===== src/design/co2p_pkg.sv =====
// Shared types, codes and the fixed request frame of the CO2 poll engine.
`default_nettype none
package co2p_pkg;

   // command codes on the request channel
   localparam logic [1:0] CMD_POLL = 2'd0;
   localparam logic [1:0] CMD_BYTE = 2'd1;
   localparam logic [1:0] CMD_TICK = 2'd2;

   // result kinds
   localparam logic KIND_TX      = 1'b0;
   localparam logic KIND_OUTCOME = 1'b1;

   // poll outcome status codes
   localparam logic [1:0] STATUS_OK       = 2'd0;
   localparam logic [1:0] STATUS_TIMEOUT  = 2'd1;
   localparam logic [1:0] STATUS_CHECKSUM = 2'd2;

   // frame geometry
   localparam int FRAME_LEN = 9;
   localparam logic [3:0] FRAME_LAST = 4'(FRAME_LEN - 1);
   localparam logic [3:0] PPM_HIGH_IDX = 4'd2;
   localparam logic [3:0] PPM_LOW_IDX  = 4'd3;
   localparam logic [3:0] SUM_FIRST_IDX = 4'd1;
   localparam logic [3:0] SUM_LAST_IDX  = 4'd7;

   localparam logic [15:0] TIMEOUT_RESET = 16'd50;
   localparam logic [15:0] TICKS_MAX     = 16'hFFFF;

   // one pending result event from the poll core to the sender
   typedef struct packed {
      logic       valid;
      logic       is_frame;      // send the nine-word request
      logic       reading_valid;
      logic [15:0] co2_ppm;
      logic [1:0] poll_status;
   } event_type;

   // request frame FF 01 86 00 00 00 00 00 79
   function automatic logic [7:0] frame_byte(input logic [3:0] idx);
      logic [7:0] b;
      case (idx)
         4'd0: b = 8'hFF;
         4'd1: b = 8'h01;
         4'd2: b = 8'h86;
         4'd8: b = 8'h79;
         default: b = 8'h00;
      endcase
      return b;
   endfunction

endpackage
`default_nettype wire


===== src/design/co2p_req_if.sv =====
// Request channel interface: command words into the poll engine.
`default_nettype none
interface co2p_req_if;
   logic       valid;
   logic       ready;
   logic [1:0] command;
   logic [7:0] rx_byte;

   modport source (output valid, output command, output rx_byte, input ready);
   modport sink   (input valid, input command, input rx_byte, output ready);
endinterface
`default_nettype wire


===== src/design/co2p_rsp_if.sv =====
// Result channel interface: transmit bytes and poll outcomes.
`default_nettype none
interface co2p_rsp_if;
   logic        valid;
   logic        ready;
   logic        result_kind;
   logic [7:0]  tx_byte;
   logic        last_tx;
   logic        reading_valid;
   logic [15:0] co2_ppm;
   logic [1:0]  poll_status;

   modport source (output valid, output result_kind, output tx_byte, output last_tx,
                   output reading_valid, output co2_ppm, output poll_status,
                   input ready);
   modport sink   (input valid, input result_kind, input tx_byte, input last_tx,
                   input reading_valid, input co2_ppm, input poll_status,
                   output ready);
endinterface
`default_nettype wire


===== src/design/co2p_poll_core.sv =====
// Poll state: response byte counting, checksum, reading capture and timeout.
`default_nettype none
module co2p_poll_core (
   input  wire logic        clock,
   input  wire logic        reset,
   input  wire logic        accept,
   input  wire logic [1:0]  command,
   input  wire logic [7:0]  rx_byte,
   input  wire logic [15:0] timeout_ticks,
   output co2p_pkg::event_type evt
);

   logic        waiting_ff, waiting_in;
   logic [3:0]  bytes_seen_ff, bytes_seen_in;
   logic [7:0]  running_sum_ff, running_sum_in;
   logic [7:0]  ppm_high_ff, ppm_high_in;
   logic [7:0]  ppm_low_ff, ppm_low_in;
   logic [15:0] ticks_waited_ff, ticks_waited_in;
   logic [7:0]  expect_sum;

   // checksum: two's complement of the sum of bytes 1..7
   assign expect_sum = 8'(8'd0 - running_sum_ff);

   // next state and result event for the accepted word
   always_comb begin
      waiting_in      = waiting_ff;
      bytes_seen_in   = bytes_seen_ff;
      running_sum_in  = running_sum_ff;
      ppm_high_in     = ppm_high_ff;
      ppm_low_in      = ppm_low_ff;
      ticks_waited_in = ticks_waited_ff;
      evt             = '0;
      if (accept) begin
         case (command)
            co2p_pkg::CMD_POLL: begin
               waiting_in      = 1'b1;
               bytes_seen_in   = '0;
               running_sum_in  = '0;
               ticks_waited_in = '0;
               evt.valid       = 1'b1;
               evt.is_frame    = 1'b1;
            end
            co2p_pkg::CMD_BYTE: begin
               if (waiting_ff) begin
                  if (bytes_seen_ff >= co2p_pkg::SUM_FIRST_IDX &&
                      bytes_seen_ff <= co2p_pkg::SUM_LAST_IDX) begin
                     running_sum_in = 8'(running_sum_ff + rx_byte);
                  end
                  if (bytes_seen_ff == co2p_pkg::PPM_HIGH_IDX) begin
                     ppm_high_in = rx_byte;
                  end
                  if (bytes_seen_ff == co2p_pkg::PPM_LOW_IDX) begin
                     ppm_low_in = rx_byte;
                  end
                  bytes_seen_in = 4'(bytes_seen_ff + 4'd1);
                  if (bytes_seen_ff == co2p_pkg::FRAME_LAST) begin
                     waiting_in = 1'b0;
                     evt.valid  = 1'b1;
                     if (rx_byte == expect_sum) begin
                        evt.reading_valid = 1'b1;
                        evt.co2_ppm       = {ppm_high_ff, ppm_low_ff};
                        evt.poll_status   = co2p_pkg::STATUS_OK;
                     end else begin
                        evt.poll_status = co2p_pkg::STATUS_CHECKSUM;
                     end
                  end
               end
            end
            co2p_pkg::CMD_TICK: begin
               if (waiting_ff) begin
                  if (ticks_waited_ff != co2p_pkg::TICKS_MAX) begin
                     ticks_waited_in = 16'(ticks_waited_ff + 16'd1);
                  end
                  if (ticks_waited_in >= timeout_ticks) begin
                     waiting_in      = 1'b0;
                     evt.valid       = 1'b1;
                     evt.poll_status = co2p_pkg::STATUS_TIMEOUT;
                  end
               end
            end
            default: begin
               // unused command code: no effect
            end
         endcase
      end
   end

   // control state
   always_ff @(posedge clock) begin
      if (reset) begin
         waiting_ff      <= 1'b0;
         bytes_seen_ff   <= '0;
         running_sum_ff  <= '0;
         ticks_waited_ff <= '0;
      end else begin
         waiting_ff      <= waiting_in;
         bytes_seen_ff   <= bytes_seen_in;
         running_sum_ff  <= running_sum_in;
         ticks_waited_ff <= ticks_waited_in;
      end
   end

   // captured reading bytes
   always_ff @(posedge clock) begin
      ppm_high_ff <= ppm_high_in;
      ppm_low_ff  <= ppm_low_in;
   end

endmodule
`default_nettype wire


===== src/design/co2p_rsp_sender.sv =====
// Result register: holds one event and sends it as one outcome word or nine frame words.
`default_nettype none
module co2p_rsp_sender (
   input  wire logic                clock,
   input  wire logic                reset,
   input  wire co2p_pkg::event_type evt,
   output logic                     can_take,
   co2p_rsp_if.source               rsp_ch
);

   logic                valid_ff, valid_in;
   co2p_pkg::event_type evt_ff, evt_in;
   logic [3:0]          word_idx_ff, word_idx_in;
   logic                word_taken;
   logic                done;

   assign word_taken = valid_ff && rsp_ch.ready;
   assign done       = word_taken && (!evt_ff.is_frame || word_idx_ff == co2p_pkg::FRAME_LAST);
   assign can_take   = !valid_ff || done;

   // load a new event, step through the frame, or drain
   always_comb begin
      valid_in    = valid_ff;
      evt_in      = evt_ff;
      word_idx_in = word_idx_ff;
      if (evt.valid) begin
         valid_in    = 1'b1;
         evt_in      = evt;
         word_idx_in = '0;
      end else if (done) begin
         valid_in = 1'b0;
      end else if (word_taken) begin
         word_idx_in = 4'(word_idx_ff + 4'd1);
      end
   end

   always_ff @(posedge clock) begin
      if (reset) begin
         valid_ff    <= 1'b0;
         word_idx_ff <= '0;
      end else begin
         valid_ff    <= valid_in;
         word_idx_ff <= word_idx_in;
      end
   end

   always_ff @(posedge clock) begin
      evt_ff <= evt_in;
   end

   // result word fields
   always_comb begin
      rsp_ch.valid = valid_ff;
      if (evt_ff.is_frame) begin
         rsp_ch.result_kind   = co2p_pkg::KIND_TX;
         rsp_ch.tx_byte       = co2p_pkg::frame_byte(word_idx_ff);
         rsp_ch.last_tx       = (word_idx_ff == co2p_pkg::FRAME_LAST);
         rsp_ch.reading_valid = 1'b0;
         rsp_ch.co2_ppm       = '0;
         rsp_ch.poll_status   = co2p_pkg::STATUS_OK;
      end else begin
         rsp_ch.result_kind   = co2p_pkg::KIND_OUTCOME;
         rsp_ch.tx_byte       = '0;
         rsp_ch.last_tx       = 1'b0;
         rsp_ch.reading_valid = evt_ff.reading_valid;
         rsp_ch.co2_ppm       = evt_ff.co2_ppm;
         rsp_ch.poll_status   = evt_ff.poll_status;
      end
   end

endmodule
`default_nettype wire


===== src/design/co2_sensor_uart_poll_engine_unit.sv =====
// Top level of the CO2 sensor nine-byte UART poll engine.
//
//   channel  | dir | contents
//   ---------+-----+------------------------------------------------------
//   req_ch   | in  | command, rx_byte (valid/ready)
//   rsp_ch   | out | result_kind, tx_byte, last_tx, reading_valid,
//            |     | co2_ppm, poll_status (valid/ready)
//   csr_*    | in  | timeout_ticks write, no read-back
//
// A word is processed in the cycle it is accepted; its result word is in the
// output register the next cycle. A poll sends nine words, one per cycle while
// rsp_ch.ready is high. req_ch.ready is high when the output register is empty
// or its last word is being taken, so words arrive back to back with no gap.
// Words that give no result still wait for a free output register.
// Synchronous reset clears the poll control state and sets timeout_ticks to 50.
`default_nettype none
module co2_sensor_uart_poll_engine_unit (
   input  wire logic        clock,
   input  wire logic        reset,
   co2p_req_if.sink         req_ch,
   co2p_rsp_if.source       rsp_ch,
   input  wire logic        csr_write_en,
   input  wire logic [15:0] csr_write_data
);

   logic [15:0]         timeout_ticks_ff;
   logic                can_take;
   logic                accept;
   co2p_pkg::event_type evt;

   assign req_ch.ready = can_take;
   assign accept       = req_ch.valid && can_take;

   // timeout register
   always_ff @(posedge clock) begin
      if (reset) begin
         timeout_ticks_ff <= co2p_pkg::TIMEOUT_RESET;
      end else if (csr_write_en) begin
         timeout_ticks_ff <= csr_write_data;
      end
   end

   co2p_poll_core u_core (
      .clock         (clock),
      .reset         (reset),
      .accept        (accept),
      .command       (req_ch.command),
      .rx_byte       (req_ch.rx_byte),
      .timeout_ticks (timeout_ticks_ff),
      .evt           (evt)
   );

   co2p_rsp_sender u_sender (
      .clock    (clock),
      .reset    (reset),
      .evt      (evt),
      .can_take (can_take),
      .rsp_ch   (rsp_ch)
   );

endmodule
`default_nettype wire

===== src/flat_wrapper.sv =====
// flat-port wrapper written by rule: the top's interface ports become plain ports
module co2_sensor_uart_poll_engine_unit_flat 
  (clock, reset, csr_write_en, csr_write_data, req_ch_valid, req_ch_command, req_ch_rx_byte, req_ch_ready, rsp_ch_valid, rsp_ch_result_kind, rsp_ch_tx_byte, rsp_ch_last_tx, rsp_ch_reading_valid, rsp_ch_co2_ppm, rsp_ch_poll_status, rsp_ch_ready);
  co2p_req_if req_ch_i ();
  co2p_rsp_if rsp_ch_i ();
  input  wire logic clock;
  input  wire logic reset;
  input  wire logic csr_write_en;
  input  wire logic [15:0] csr_write_data;
  input wire logic [$bits(req_ch_i.valid)-1:0] req_ch_valid;
  input wire logic [$bits(req_ch_i.command)-1:0] req_ch_command;
  input wire logic [$bits(req_ch_i.rx_byte)-1:0] req_ch_rx_byte;
  output wire logic [$bits(req_ch_i.ready)-1:0] req_ch_ready;
  output wire logic [$bits(rsp_ch_i.valid)-1:0] rsp_ch_valid;
  output wire logic [$bits(rsp_ch_i.result_kind)-1:0] rsp_ch_result_kind;
  output wire logic [$bits(rsp_ch_i.tx_byte)-1:0] rsp_ch_tx_byte;
  output wire logic [$bits(rsp_ch_i.last_tx)-1:0] rsp_ch_last_tx;
  output wire logic [$bits(rsp_ch_i.reading_valid)-1:0] rsp_ch_reading_valid;
  output wire logic [$bits(rsp_ch_i.co2_ppm)-1:0] rsp_ch_co2_ppm;
  output wire logic [$bits(rsp_ch_i.poll_status)-1:0] rsp_ch_poll_status;
  input wire logic [$bits(rsp_ch_i.ready)-1:0] rsp_ch_ready;
  assign req_ch_i.valid = req_ch_valid;
  assign req_ch_i.command = req_ch_command;
  assign req_ch_i.rx_byte = req_ch_rx_byte;
  assign req_ch_ready = req_ch_i.ready;
  assign rsp_ch_valid = rsp_ch_i.valid;
  assign rsp_ch_result_kind = rsp_ch_i.result_kind;
  assign rsp_ch_tx_byte = rsp_ch_i.tx_byte;
  assign rsp_ch_last_tx = rsp_ch_i.last_tx;
  assign rsp_ch_reading_valid = rsp_ch_i.reading_valid;
  assign rsp_ch_co2_ppm = rsp_ch_i.co2_ppm;
  assign rsp_ch_poll_status = rsp_ch_i.poll_status;
  assign rsp_ch_i.ready = rsp_ch_ready;
  co2_sensor_uart_poll_engine_unit u_core (.clock(clock), .reset(reset), .req_ch(req_ch_i), .rsp_ch(rsp_ch_i), .csr_write_en(csr_write_en), .csr_write_data(csr_write_data));
endmodule

===== config.mk =====
export PLATFORM = sky130hd
export DESIGN_NAME = co2_sensor_uart_poll_engine_unit_flat
export DESIGN_NICKNAME = d
export VERILOG_FILES = /design/src/design/co2p_pkg.sv /design/src/design/co2p_req_if.sv /design/src/design/co2p_rsp_if.sv /design/src/design/co2p_poll_core.sv /design/src/design/co2p_rsp_sender.sv /design/src/design/co2_sensor_uart_poll_engine_unit.sv /design/src/flat_wrapper.sv
export SDC_FILE = /design/constraint.sdc
export NUM_CORES = 1
export LEC_CHECK = 0
export ABC_AREA = 1
export BUFFER_PORTS_ARGS = -buffer_cell sky130_fd_sc_hd__buf_2
export CAP_MARGIN = 20
export CELL_PAD_IN_SITES_DETAIL_PLACEMENT = 1
export CELL_PAD_IN_SITES_GLOBAL_PLACEMENT = 2
export CORE_MARGIN = 8
export CORE_UTILIZATION = 31
export CTS_CLUSTER_SIZE = 28
export DETAILED_ROUTE_END_ITERATION = 12
export MAX_ROUTING_LAYER = met4
export PLACE_DENSITY_LB_ADDON = 0.3
export SETUP_SLACK_MARGIN = 0.15
export SLEW_MARGIN = 20
export SYNTH_ARGS = -nofsm -noshare
export SYNTH_HDL_FRONTEND = slang
export SYNTH_HIERARCHICAL = 1
export SYNTH_SLANG_ARGS = --single-unit

===== constraint.sdc =====
create_clock -name clock -period 4.3 [get_ports clock]
set_input_delay 0.215 -clock clock [delete_from_list [all_inputs] [get_ports clock]]
set_output_delay 0.215 -clock clock [all_outputs]
set_load 0.01 [all_outputs]

== Yosys cells after proc, flatten, opt, wreduce, memory -nomap -nowiden ==
Index checks and enable logic that the tools add are counted.

* Flip-flop bits (word level): 86
* Word-level logic and storage cells: 99
* Output and inout port bits: 31
* Input port bits: 31

* $add $sub $neg: 5
* Reductions and logical operators: 24
* Order comparisons: 3
* Equality and inequality tests: 13
* Bitwise logic cells: 1
* Muxes and demuxes: 40

{| class="wikitable"
|+ Operators with widths
! operator !! count
|-
| two-way mux 16 bit || 6
|-
| two-way mux 19 bit || 2
|-
| two-way mux 17 bit || 2
|-
| one-hot mux 16 bit (2 select lines) || 1
|-
| one-hot mux 8 bit (4 select lines) || 1
|-
| two-way mux 8 bit || 3
|-
| two-way mux 21 bit || 1
|-
| adder 16 x 1 -> 16 bit, second input constant || 1
|-
| >= comparator 16 bit || 1
|-
| two-way mux 1 bit || 16
|-
| != test 16 bit, second input constant || 1
|-
| one-hot mux 8 bit (2 select lines) || 1
|-
| AND reduction 4 bit || 4
|-
| equality test 4 x 2 -> 1 bit, second input constant || 3
|-
| adder 4 x 1 -> 4 bit, second input constant || 2
|-
| adder 8 bit || 1
|-
| equality test 4 bit, second input constant || 2
|-
| equality test 8 bit || 1
|-
| one-hot mux 4 bit (2 select lines) || 1
|-
| subtractor 1 x 8 -> 8 bit, first input constant || 1
|-
| != test 2 bit, second input constant || 3
|-
| one-hot mux 1 bit (3 select lines) || 2
|-
| AND reduction 3 bit || 2
|-
| nonzero test 2 bit || 3
|-
| 18 further kinds || 25
|}

== Longest topological paths before layout ==
Gate-level depths: netlist of run 1.

* Word-level depth: 12
* Depth in mapped cells: 21
* Gate-level depth less buffers: 21

== Modules after synthesis ==
The synthesis of run 1 kept the hierarchy.

{| class="wikitable"
|+ Modules (own cells, without submodules)
! module !! instances !! area an instance (um^2) !! cells each
|-
| co2p_poll_core || 1 || 3294.4 || 450
|-
| co2p_rsp_sender || 1 || 1132.3 || 116
|-
| co2_sensor_uart_poll_engine_unit || 1 || 659.4 || 98
|}

== Worst setup path after synthesis of run 1 ==
Ideal clock, no wire load.

* Path kind: reg-to-reg
* Start point: register u_core.u_core.ticks_waited_ff[0]
* End point: register u_core.u_sender.word_idx_ff[0]
* Path slack: 91 ps
* Library setup time: 119 ps
* Stages on the path, launching flop included: 19
* Data arrival time: 4090 ps
* Cells stage by stage: dfxtp_1 -> ha_1 -> nand2_1 -> nor2_1 -> nand2_1 -> nor2_1 -> nand2_1 -> a21oi_1 -> o21ai_2 -> ha_1 -> nand2_1 -> nor3_1 -> nand2_1 -> nand2_1 -> a31oi_1 -> a21boi_0 -> nor2_1 -> inv_1 -> a21oi_1

{| class="wikitable"
|+ RTL lines
! what !! line !! RTL
|-
| from (decl) || co2p_poll_core.sv:18 || <nowiki>logic [15:0] ticks_waited_ff, ticks_waited_in;</nowiki>
|-
| from (signal assigned) || co2p_poll_core.sv:99 || <nowiki>ticks_waited_ff <= ticks_waited_in;</nowiki>
|-
| to (signal assigned) || co2p_rsp_sender.sv:43 || <nowiki>word_idx_ff <= word_idx_in;</nowiki>
|-
| to (decl) || co2p_rsp_sender.sv:13 || <nowiki>logic [3:0] word_idx_ff, word_idx_in;</nowiki>
|}

==> results of run 1 <==
## flip-flops by register name, indices dropped and copies added (netlist names)
name,count
u_core/u_sender/evt_ff,20
u_core/u_core/running_sum_ff,8
u_core/u_core/ticks_waited_ff,16
u_core/u_sender/rsp_ch.valid,1
u_core/timeout_ticks_ff,16
u_core/u_sender/word_idx_ff,4
u_core/u_core/ppm_low_ff,8
u_core/u_core/bytes_seen_ff,4
u_core/u_core/ppm_high_ff,8
u_core/u_core/waiting_ff,1
## worst register-to-register path, stage by stage, from the launching register on
cell,delay (ps)
dfxtp_1,450
ha_1,230
nand2_1,80
nor2_1,310
nand4_1,500
nand2_1,270
ha_1,280
a21oi_1,200
o21ai_0,110
a21oi_1,130
nand2_1,130
a31oi_1,190
a21boi_2,70
buf_4,220
nor2_1,130
inv_1,100
a21oi_1,130
## through the flow
stage / util / total power, uW
after CTS: 0.360 / 1840
after detailed placement: 0.342 / 1050
after floorplan: - / 995
final: 0.360 / 1800
after global routing: 0.360 / 1890
after global placement: 0.342 / 1040
## layout make-up
cell class,instances,share of cell area
Clock buffer,9,0.0384
Clock inverter,7,0.0111
Inverter,120,0.0770
Multi-Input combinational cell,440,0.415
Sequential cell,86,0.355
Tap cell,220,0.0469
Timing Repair Buffer,65,0.0571
## kinds of logic after synthesis
family          count (synthesis)  synth area share
fa+ha+maj                      38            0.0950
xor+xnor                       27            0.0465
flops                          86             0.409
compound gates                 60            0.0637
simple gates                  315             0.273
buf+inv                       138             0.113
## cells in the final DEF, fill, tap and decap left out, types with 6 or more instances in the layout
master     instances
a21oi_1           49
buf_2             61
nor2_2             9
dfxtp_1           50
nand4_1           10
nor3_1            11
inv_1            117
xor2_1            21
nor2_1            75
nand2_1          168
clkbuf_16          9
edfxtp_1          36
ha_1              37
xnor2_1            6
nand3_1           22
## how the worst min path moves through the flow
stage,startpoint,endpoint,slack [ps],cells past startpoint
global placement,csr_write_data[4],u_core/timeout_ticks_ff[4],430,3
finish,csr_write_data[4],u_core/timeout_ticks_ff[4],80,3
global route,req_ch_rx_byte[7],u_core/u_core/ppm_low_ff[7],70,1
detailed placement,csr_write_data[1],u_core/timeout_ticks_ff[1],440,3
floorplan,reset,u_core/u_sender/rsp_ch.valid,280,1
CTS,csr_write_data[1],u_core/timeout_ticks_ff[1],60,3
## synth_stat cells (2+ instances only)
cell,n
buf_6,4
ha_1,37
edfxtp_1,36
nand3_1,22
nor2_4,2
clkbuf_1,6
or2_2,4
nor2_2,9
nor3_1,11
xor2_1,21
xnor2_1,6
nand2_1,168
nor4_1,4
inv_2,2
nor2_1,75
nor3_2,3
o21ai_0,3
nand4_1,10
dfxtp_1,50
buf_2,2
a211oi_1,2
inv_1,117
buf_4,6
a21oi_1,49
## layer usage
metal  part of all wire  wire [um]  vias up
li1                   -          -     2192
met5                  0          0        -
met2               0.52       6470       53
met3              0.043        530       13
met4              0.016        196        0
met1               0.42       5240     2022
## where the power goes
part	switching [uW]	total, uW	internal (uW)
Combinational	95.0	150	55.0
Sequential	11.4	875	864
Clock	368	774	406
Total	474	1800	1330
==> load_flow_metrics.sql, run 1 <==
INSERT INTO impl_metrics (metric_group, metric, value, unit) VALUES
('synthesis', 'avg_synthesized_cell_area', '7.66', 'um2'),
('sta', 'final_period_minus_worst_setup_slack', '3590', 'ps'),
('global_routing', 'grt_antenna_before_repair', '0', ''),
('drt', 'detailedRoute.firstPassIterationCount', '4', ''),
('synthesis', 'synth.lib_cells_used.distinct', '39', ''),
('worst_setup_path', 'start_kind', 'register', ''),
('clock_network', 'cts_max_level', '3', ''),
('synthesis', 'async_flop_share', '0', ''),
('synthesis', 'synth.top_cell.area_share', '0.213', ''),
('sta', 'fin_ws', '714', 'ps'),
('flow_run', 'drv_cap', '0', ''),
('final_layout', 'finish.instance_area', '5870', 'um2'),
('worst_setup_path', 'timing.critical_path.cells', 'ha_1 > nand2_1 > nor2_1 > nand4_1 > nand2_1 > ha_1 > a21oi_1 > o21ai_0 > a21oi_1 > nand2_1 > a31oi_1 > a21boi_2 > buf_4 > nor2_1 > inv_1 > a21oi_1', ''),
('placement', 'place.port_buffers', '61', ''),
('global_routing', 'grt_start_max_net_pins', '32', ''),
('floorplan', 'row_count', '47', ''),
('status', 'run_status', 'complete, no violations', ''),
('worst_setup_path', 'critical_path.n_buffers_inverters', '2', ''),
('worst_setup_path', 'timing_worst_setup_path_type', 'register to register', ''),
('drt', 'wl_per_cell', '13.1', 'um'),
('final_layout', 'register_area', '2080', 'um2'),
('worst_setup_path', 'cp-end-kind', 'register', ''),
('floorplan', 'fp.coreArea', '16300', 'um2'),
('clock_network', 'clkLatencyLatePin', '350', 'ps'),
('worst_setup_path', 'worst_path_max_delay_cell', 'nand4_1', ''),
('sta', 'timing_max_transition_violations_final', '0', ''),
('sta', 'post_route_setup_tns', '0', 'ps'),
('global_routing', 'globalRoute.totalOverflow', '0', ''),
('power', 'ratio_of_total_power_to_cell_area', '307', 'nW/um2'),
('clock_network', 'max-clock-path-buffers', '2', ''),
('synthesis', 'yosys_register_bits', '86', ''),
('synthesis', 'synthesis.yosys.warnings', '6', ''),
('sta', 'worst_hold_slack', '80.7', 'ps'),
('synthesis', 'synth_enable_flop_cells', '36', ''),
('worst_setup_path', 'critical_path.reg2reg.startpoint', 'u_core/u_core/ticks_waited_ff[0]', ''),
('global_routing', 'first_global_vias', '4366', ''),
('final_layout', 'fillers', '2037', ''),
('global_routing', 'grt_first_pass_wirelength', '20800', 'um'),
('drt', 'first_iter_violations', '135', ''),
('power', 'power.static_leakage', '0.00280', 'uW'),
('sta', 'worst_slew_margin_rel', '0.541', ''),
('worst_setup_path', 'worstPathArrival', '3860', 'ps'),
('floorplan', 'die_height', '144', 'um'),
('synthesis', 'netlist_area', '5090', 'um2'),
('final_layout', 'nets', '791', ''),
('global_routing', 'grt_util_all_layers', '0.130', ''),
('worst_setup_path', 'critPathMaxFanout', '22', ''),
('placement', 'gp_congestion', '0.884', ''),
('global_routing', 'gr-max-usage-layer', 'met2', ''),
('worst_setup_path', 'rr_endpoint', 'u_core/u_sender/word_idx_ff[3]', ''),
('drt', 'detail_route.vias_per_cell', '4.52', ''),
('sta', 'unrepaired_setup_endpoints_after_global_routing', 'false', ''),
('global_routing', 'globalRouteMet1Util', '0.137', ''),
('placement', 'placed_cell_area', '5580', 'um2'),
('final_layout', 'area_taken_by_multi_input_logic_gates', '2430', 'um2'),
('sta', 'timing.fmax', '279', 'MHz'),
('final_layout', 'area_delta_synth_final', '15.4', '%'),
('worst_setup_path', 'critical_path.startpoint', 'u_core/u_core/ticks_waited_ff[0]', ''),
('clock_network', 'clock-sinks', '86', ''),
('worst_setup_path', 'critical_path_cell_count', '16', ''),
('drt', 'detailroute.via_count', '4280', ''),
('clock_network', 'cts_root_buffer', 'clkbuf_16', ''),
('worst_setup_path', 'critPathTopFamily', 'simple AND/OR/NAND/NOR gates', ''),
('sta', 'finalHoldViolations', '0', ''),
('worst_setup_path', 'worst_r2r_path_depth', '16', ''),
('worst_hold_path', 'hold_class', 'input pin to register', ''),
('clock_network', 'cts_tree', 'built', ''),
('floorplan', 'die_w', '144', 'um'),
('floorplan', 'io-pin-count', '62', ''),
('drt', 'final_antenna_net_count', '0', ''),
('synthesis', 'synth_ff_type', 'dfxtp_1', '');
Note: power is estimated with default switching activity, not from simulation.
==> run 2: changes to the inputs <==
--- a/config.mk
+++ b/config.mk
@@ -5,13 +5,13 @@
 export SDC_FILE = /design/constraint.sdc
 export NUM_CORES = 1
 export LEC_CHECK = 0
-export ABC_AREA = 1
+export ABC_AREA = 0
 export BUFFER_PORTS_ARGS = -buffer_cell sky130_fd_sc_hd__buf_2
 export CAP_MARGIN = 20
 export CELL_PAD_IN_SITES_DETAIL_PLACEMENT = 1
 export CELL_PAD_IN_SITES_GLOBAL_PLACEMENT = 2
 export CORE_MARGIN = 8
-export CORE_UTILIZATION = 31
+export CORE_UTILIZATION = 37
 export CTS_CLUSTER_SIZE = 28
 export DETAILED_ROUTE_END_ITERATION = 12
 export MAX_ROUTING_LAYER = met4
==> constraint.sdc (replaced) <==
create_clock -name clock -period 3.45 [get_ports clock]
set_input_delay 0.1725 -clock clock [delete_from_list [all_inputs] [get_ports clock]]
set_output_delay 0.1725 -clock clock [all_outputs]
set_load 0.01 [all_outputs]
==> run 2 against run 1 <==
Combinational power up 14%. Final cell count fell by 15%. Final area grew 7.5%. Maximum frequency increased by 9.1%. Clock skew grew 3.9 ps. Worst hold slack lost 44 ps. Sequential power increased by 23%. Critical path type unchanged. Largest cell class unchanged.
==> load_flow_metrics.sql, run 2 <==
INSERT INTO impl_metrics (metric_group, metric, value, unit) VALUES
('status', 'run_status', 'complete, no violations', ''),
('worst_hold_path', 'hold_class', 'input pin to register', ''),
('clock_network', 'path_clk_slew', '70', 'ps'),
('power', 'power.share.switching', '0.245', ''),
('drt', 'postRouteWirelength', '14100', 'um'),
('synthesis', 'yosys-top-cells-count', 'dfxtp_1, nor2_1, ha_1, nand2_1, edfxtp_1', ''),
('final_layout', 'fillers', '1530', ''),
('final_layout', 'final_cell_count_no_fill', '802', ''),
('placement', 'hpwl', '9690', 'um'),
('power', 'p_int', '1720', 'uW'),
('synthesis', 'synth_enable_flop_cells', '36', ''),
('placement', 'place.port_buffers', '61', ''),
('sta', 'fin_ws', '163', 'ps'),
('power', 'power.static_leakage', '0.00269', 'uW'),
('clock_network', 'clkLatencyLatePin', '340', 'ps'),
('global_routing', 'first_global_vias', '4500', ''),
('drt', 'first_iter_violations', '177', ''),
('drt', 'detailroute.via_count', '4143', ''),
('drt', 'wl_per_cell', '17.5', 'um'),
('floorplan', 'io-pin-count', '62', ''),
('global_routing', 'grt_antenna_before_repair', '0', ''),
('worst_setup_path', 'critPathMaxFanout', '5', ''),
('power', 'ratio_of_total_power_to_cell_area', '360', 'nW/um2'),
('worst_setup_path', 'critical_path.reg2reg.startpoint', 'u_core/u_core/ticks_waited_ff[3]', ''),
('global_routing', 'grt_first_pass_wirelength', '22900', 'um'),
('clock_network', 'max-clock-path-buffers', '2', ''),
('worst_setup_path', 'cp-end-kind', 'register', ''),
('sta', 'final.setup_skew', '11.6', 'ps'),
('flow_run', 'drv_cap', '0', ''),
('worst_setup_path', 'required', '3720', 'ps'),
('final_layout', 'largest_reg_flops', '20', ''),
('final_layout', 'top_register', 'u_core/u_sender/evt_ff', ''),
('clock_network', 'cts_root_buffer', 'clkbuf_16', ''),
('synthesis', 'library_cell_with_the_highest_instance_count_after_synthesis', 'dfxtp_1', ''),
('synthesis', 'synth_cells', '520', ''),
('synthesis', 'synthDominantAreaCellType', 'edfxtp_1', ''),
('final_layout', 'final_common_cell', 'buf_2', ''),
('drt', 'detailedRoute.firstPassIterationCount', '5', ''),
('clock_network', 'cts_max_level', '3', ''),
('synthesis', 'post_synth_main_area_contributors', 'edfxtp_1, dfxtp_1, ha_1, mux2i_1, nor2b_1', ''),
('sta', 'worst_slew_margin_rel', '0.448', ''),
('final_layout', 'antenna_cells_inserted', '0', ''),
('floorplan', 'die_height', '131', 'um'),
('worst_setup_path', 'rr_endpoint', 'u_core/u_sender/word_idx_ff[2]', ''),
('sta', 'timing.fmax', '304', 'MHz'),
('synthesis', 'synthesis.yosys.warnings', '6', ''),
('worst_setup_path', 'worstPathArrival', '3560', 'ps'),
('placement', 'gp_congestion', '0.801', ''),
('worst_hold_path', 'hp-start', 'csr_write_data[4]', ''),
('sta', 'final_period_minus_worst_setup_slack', '3290', 'ps'),
('floorplan', 'fp.coreArea', '13100', 'um2'),
('placement', 'dpl_worst_slack', '-128', 'ps'),
('synthesis', 'avg_synthesized_cell_area', '9.47', 'um2'),
('synthesis', 'yosys_register_bits', '86', ''),
('clock_network', 'number_of_buffers_created_by_cts', '9', ''),
('global_routing', 'grt_start_max_net_pins', '42', ''),
('worst_hold_path', 'min_delay_worst_endpoint', 'u_core/timeout_ticks_ff[4]', ''),
('final_layout', 'area_delta_synth_final', '28.2', '%'),
('floorplan', 'die_area', '17300', 'um2'),
('final_layout', 'layout_top_registers', 'u_core/u_sender/evt_ff: 20 flops, u_core/timeout_ticks_ff: 16 flops, u_core/u_core/ticks_waited_ff: 16 flops', ''),
('synthesis', 'async_flop_share', '0', ''),
('synthesis', 'synth.lib_cells_used.distinct', '56', ''),
('drt', 'detail_route.vias_per_cell', '5.17', ''),
('final_layout', 'most_frequent_cells_in_the_layout', 'buf_2, buf_4, nor2_1, dfxtp_1, edfxtp_1', ''),
('floorplan', 'die_w', '131', 'um'),
('worst_setup_path', 'worst_r2r_path_depth', '14', ''),
('drt', 'final_antenna_net_count', '0', ''),
('worst_setup_path', 'setup.reg_to_reg.worst_slack', '160', 'ps'),
('synthesis', 'netlist_area', '4920', 'um2'),
('sta', 'unrepaired_setup_endpoints_after_global_routing', 'true', ''),
('sta', 'period_share', '0.953', ''),
('final_layout', 'nets', '690', ''),
('power', 'worst_ir_drop_vdd', '0.191', 'mV'),
('worst_hold_path', 'worstHoldPathCells', '2', ''),
('power', 'seq_power_share', '0.474', ''),
('floorplan', 'initial_utilization', '0.375', ''),
('global_routing', 'grt_util_all_layers', '0.165', ''),
('placement', 'place.detailed.instances', '751', ''),
('power', 'share_clk_of_total_power', '0.450', ''),
('synthesis', 'synth.top_cell.area_share', '0.220', ''),
('power', 'power_frac_comb', '0.075', ''),
('clock_network', 'clock-sinks', '86', ''),
('synthesis', 'synthesis.nets', '589', ''),
('sta', 'finalHoldViolations', '0', ''),
('final_layout', 'final_util', '0.480', ''),
('worst_setup_path', 'timing_worst_setup_path_type', 'register to register', ''),
('drt', 'drc', '0', ''),
('sta', 'worst-slew-pin-transition', '828', 'ps'),
('sta', 'timing_max_transition_violations_final', '0', ''),
('synthesis', 'synth_ff_type', 'dfxtp_1', ''),
('global_routing', 'globalRoute.totalOverflow', '0', ''),
('floorplan', 'row_count', '42', ''),
('power', 'total_switching_power', '556', 'uW'),
('sta', 'post_route_setup_tns', '0', 'ps'),
('clock_network', 'cts_tree', 'built', ''),
('final_layout', 'drive_above_1_share', '0.300', ''),
('worst_setup_path', 'start_kind', 'register', ''),
('sta', 'timing.final.setup_violations', '0', ''),
('synthesis', 'yosysSeqAreaShare', '0.423', '');
[run 2: repair_timing]
item | CTS | global route
hold buffers | 0 | 0
setup buffers | 23 | 10
pin swaps | 9 | 22
cloned | 2 | 0
endpoints found under the setup margin | 26 | 26
gates resized for setup | 40 | 23
[run 2: layout make-up]
type                       count  area (um2)  area share
clock inverter                 7        88.8      0.0141
multi-input combinational    380        2810       0.446
clock buffer                   9         225      0.0357
timing repair buffer         114         729       0.116
sequential                    86        2120       0.336
inverter                      30         113      0.0178
tap                          176         220      0.0349
[run 2: cell families (layout without fill, tap and decap cells)]
group / Yosys count / in the layout / share of synthesized area
multiplexers: 20 / 20 / 0.0412
AO/OA/AOI/OAI: 88 / 88 / 0.119
flip-flops: 86 / 86 / 0.423
AND/OR/NAND/NOR: 207 / 207 / 0.219
XOR/XNOR: 27 / 27 / 0.0480
buffers and inverters: 54 / 160 / 0.0521
adder cells (fa/ha/maj): 38 / 38 / 0.0981
[run 2: power groups by stage]
stage	clock [uW]	combinational, uW	sequential (uW)
2_1_floorplan	0	101	1100
3_3_place_gp	0	152	1110
3_5_place_dp	0	158	1110
4_1_cts	1040	168	1080
5_1_grt	1090	190	1080
6_report	1020	171	1080
[run 2: worst max path at each step]
| stage | from | to | slack [ps] | cells after the start |
|---|---|---|---|---|
| global placement | u_core/u_core/ticks_waited_ff[4] | u_core/u_sender/evt_ff[18] | 30 | 14 |
| global route | u_core/u_core/ticks_waited_ff[13] | u_core/u_sender/word_idx_ff[2] | 10 | 16 |
| CTS | u_core/u_core/ticks_waited_ff[3] | u_core/u_sender/rsp_ch.valid | 80 | 17 |
| finish | u_core/u_core/ticks_waited_ff[3] | u_core/u_sender/word_idx_ff[2] | 160 | 14 |
| detailed placement | u_core/u_core/ticks_waited_ff[4] | u_core/u_sender/rsp_ch.valid | -130 | 16 |
| floorplan | u_core/u_core/ticks_waited_ff[2] | u_core/u_sender/word_idx_ff[2] | 110 | 15 |
[run 2: through the flow]
stage	hold WS (ps)	instance area (um2)	total power (uW)
after floorplan	251	5000	1210
after global placement	380	5500	1260
after detailed placement	386	5500	1270
after CTS	26.2	6130	2290
after global routing	40.5	6310	2360
final	36.3	6310	2270
[run 2: critical path, stage by stage, from the launching register on]
cell,delay (ps)
dfxtp_4,350
and3_4,180
nand4_1,110
buf_6,160
or2_2,360
nor2_4,120
mux2_2,370
ha_1,310
and4_1,180
a211oi_2,210
buf_4,160
o31ai_4,80
buf_4,160
or3_1,340
mux2i_1,130
[run 2: layer usage]
layer	track usage	vias up	routed length, um
li1	-	2034	-
met1	0.207	2009	6760
met2	0.264	78	6660
met3	0.0267	22	426
met4	0.0632	0	201
met5	-	-	0
